### config.mk
export PLATFORM = sky130hd
export DESIGN_NAME = imqu_ram
export DESIGN_NICKNAME = d
export VERILOG_FILES = /design/src/imqu_ram.sv
export SDC_FILE = /design/constraint.sdc
export NUM_CORES = 1
export LEC_CHECK = 0
export ABC_AREA = 1
export BUFFER_PORTS_ARGS = -buffer_cell sky130_fd_sc_hd__buf_4
export CORE_AREA = 2 2 143 145
export CTS_CLUSTER_SIZE = 28
export DETAILED_ROUTE_END_ITERATION = 10
export DIE_AREA = 0 0 145 147
export PLACE_DENSITY = 0.4
export SYNTH_ARGS = -nofsm -noshare
export SYNTH_HDL_FRONTEND = slang
export SYNTH_SLANG_ARGS = --single-unit
### constraint.sdc
create_clock -name clk_i -period 1.9 [get_ports clk_i]
set_clock_uncertainty 0.15 [all_clocks]
set_input_delay 0.475 -clock clk_i [delete_from_list [all_inputs] [get_ports clk_i]]
set_output_delay 0.475 -clock clk_i [all_outputs]
set_load 0.01 [all_outputs]
### src/imqu_ram.sv
// Generic single-port-write, single-port-read synchronous RAM.
// Read data is registered and appears in the cycle after the read. No dependencies.
`default_nettype none
module imqu_ram #(
  parameter int WIDTH = 8,
  parameter int DEPTH = 16
) (
  input  wire logic                     clk_i,
  input  wire logic                     we_i,
  input  wire logic [$clog2(DEPTH)-1:0] waddr_i,
  input  wire logic [WIDTH-1:0]         wdata_i,
  input  wire logic                     re_i,
  input  wire logic [$clog2(DEPTH)-1:0] raddr_i,
  output logic      [WIDTH-1:0]         rdata_o
);

  logic [WIDTH-1:0] mem [DEPTH];

  always_ff @(posedge clk_i) begin
    if (we_i) begin
      mem[waddr_i] <= wdata_i;
    end
  end

  always_ff @(posedge clk_i) begin
    if (re_i) begin
      rdata_o <= mem[raddr_i];
    end
  end

endmodule
`default_nettype wire

Word-level counts from Yosys, hierarchy flattened --
Memories as Yosys holds them, arrays and structs flattened. A register that Yosys moved wholly into a read port is not among the register bits. Cells that the tools add are included.
Word-level totals: input port bits 19, register bits 0, memories 1, output and inout bits 8, RAM bits 128
Memories:
- mem | depth 16, width 8, rd ports 1, clocked after memory_dff 1, wr ports 1, RTL line 17 | logic [WIDTH-1:0] mem [DEPTH];
Operators by class: muxes and demuxes 2
Operators with widths (number):
- $mux W1 | 2

Longest topological paths before layout --
depth in word-level cells 2, gate-level depth with buffers 8, mapped depth without buffers 7

Worst setup path before layout --
No wires, ideal clock.
path kind input port to flip-flop, start in waddr_i[2], end mem mem[10][0], enable pin, data required time 1.380 ns, arrival 1.056 ns, library setup time 0.370 ns, path slack 0.324 ns, stages 2, path through nand3b_1 > nor2_1
RTL lines:
- start, declared | RTL line 10 | input wire logic [$clog2(DEPTH)-1:0] waddr_i,
- end, declared | RTL line 17
No word-level cell before the write port.

Worst setup path in the final report --
start reg rdata_o[4], read port of mem, end out rdata_o[4]
RTL lines:
- start, declared | RTL line 14 | output logic [WIDTH-1:0] rdata_o
No word-level cell between the ends.

==> reports/results.tsv <==
metric	value	unit
die_w	145	um
clock_path_buffers	2	
rsz0062_at_grt	no	
dp_hpwl	9550	um
cpLargestDelayFamily	flip-flops	
grt_overflow_total	0	
outcome	finished, final reports clean	
insertion_delay	0.40	ns
cts_root_buffer	clkbuf_16	
fin_util	34.9	%
cts_setup_buffers	0	
worst_slew_pin_slew	0.677	ns
gp_congestion	0.774	
worstPathRequired	1.27	ns
syn-num-nets	570	
slew_violations	0	
finalInstanceArea	0.00693	mm^2
setup_tns	0	ns
finalSetupViolCount	0	
netlist_area	0.00585	mm^2
antenna_found_initial	0	
drt-total-wl	15200	um
timing.final.hold_violations	0	
power_leakage	2.93	nW
maxCapViolations	0	
cts_tree	built	
synthCells	551	
gr-usage-all-layers	15.0	%
initial_core_util	29.5	%
cp-end-kind	primary output	
ant_nets	0	
grt_pass1_vias	3797	
path_buf_inv	1	
worst_slack	0.255	ns
rows	52	
core	0.0198	mm^2
crit_slowest_cell	edfxtp_1	
fin_crit	1.65	ns
cts_sinks	136	
ys_seq_elements	136	
fillCellCount	2004	
syn_area_per_cell	10.6	um^2
yosysWarnings	0	
dieArea	0.0213	mm^2
grt_pass1_wl	23500	um
drive_above_1_share	11.9	%
vias	3751	
ir_drop	0.514	mV
p_per_area	968	mW/mm^2
finalCritPeriodShare	86.6	%
relSlewSlack	54.8	%
cts_hold_buf	0	
place.port_buffers	26	
vias_per_cell	4.28	
synth_area_leaders	edfxtp_1, nand2_1, nand3_1, inv_1, buf_6	
n_antenna_cell	0	
clk_pin_slew	0.05	ns
grt_max_degree	43	
yosysTopAreaCellShare	69.8	%
first_pass_iters	6	
post-route-drc-count	0	
ctsResizeCount	0	
initialDrtViolationCount	303	
fmax	0.608	GHz
crit_type	register to primary output	
cp.arrival	1.02	ns
ios	27	
routedWlPerCell	17.3	um
yosys.area.top_type	edfxtp_1	
start_kind	register	
numCtsBuffers	17	
cpPeakStageDelay	0.44	ns
p_total	0.00671	W
syn_to_final_growth	18.5	%
dpl-instance-area	0.00643	mm^2
layout.nets	615	
die_h	147	um
crit_fanout	1	
hold_path.class	input pin to register	
ys_seq_area_share	69.8	%
h-tree-depth	4	
place_ws	-0.0714	ns
netlist-cell-type-count	11	
path_cells	buf_4	
## metal layers
metal,vias up,global-route usage (%),part of all wire (%)
li1,1867,-,-
met1,1810,20.0,46
met2,68,24.4,49
met3,6,3.63,3.9
met4,0,4.60,1.0
met5,-,0,0
## path summary, 6_finish.rpt
check                            start                    to  slack [ns]  cells past startpoint
setup / recovery  rdata_o[4]$_DFFE_PP_            rdata_o[4]        0.25                      1
hold / removal                    re_i  rdata_o[4]$_DFFE_PP_        0.24                      1
setup reg to reg   mem[7][6]$_DFFE_PP_  rdata_o[6]$_DFFE_PP_        0.59                      6
hold reg to reg   mem[14][6]$_DFFE_PP_  rdata_o[6]$_DFFE_PP_        0.60                      6
## kinds of logic (layout without fill, tap and decap cells)
| kind of cell | count (synthesis) | count (layout) | synth area share, % |
|---|---|---|---|
| AND/OR/NAND/NOR | 289 | 289 | 20.8 |
| buffers and inverters | 126 | 181 | 9.39 |
| flip-flops | 136 | 136 | 69.8 |
## metrics by stage
stage | hold WS [ns] | std cells
final | 0.235 | 876
after global routing | 0.221 | 876
after CTS | 0.223 | 876
after detailed placement | 0.596 | 847
after global placement | 0.593 | 847
after floorplan | 0.424 | 551
## flip-flops by register name (all words and copies together), names as in the netlist
signal and count:
mem 128, rdata_o 8
## cell type report
| type | instances | area [um^2] | area share [%] |
|---|---|---|---|
| clock buffer | 21 | 440 | 6.35 |
| sequential | 136 | 4080 | 58.9 |
| inverter | 102 | 383 | 5.52 |
| timing repair buffer | 50 | 413 | 5.96 |
| clock inverter | 8 | 58.8 | 0.849 |
| multi-input combinational | 289 | 1210 | 17.5 |
| tap | 270 | 338 | 4.87 |
## synthesized netlist by cell type
cell type and n:
nand2_1 173, buf_4 4, inv_1 100, buf_1 1, buf_2 13, edfxtp_1 136
inv_2 2, nand3b_1 2, nand3_1 97, nor2_1 17, buf_6 6
## where the power goes
part | switching, W | internal [W] | leakage (nW) | total (W)
clock network | 0.00110 | 0.00175 | 0.244 | 0.00285
registers | 0.0000216 | 0.00338 | 1.24 | 0.00340
logic | 0.000309 | 0.000145 | 1.46 | 0.000454
total | 0.00144 | 0.00527 | 2.93 | 0.00671
## cells in the final DEF (no fill, tap or decap), drive strengths merged
master,count
nand2,173
edfxtp,136
inv,102
nand3,97
buf,50
clkbuf,21
nor2,17
clkinv,7
nand3b,2
bufinv,1
(Power assumes the default switching activity.)
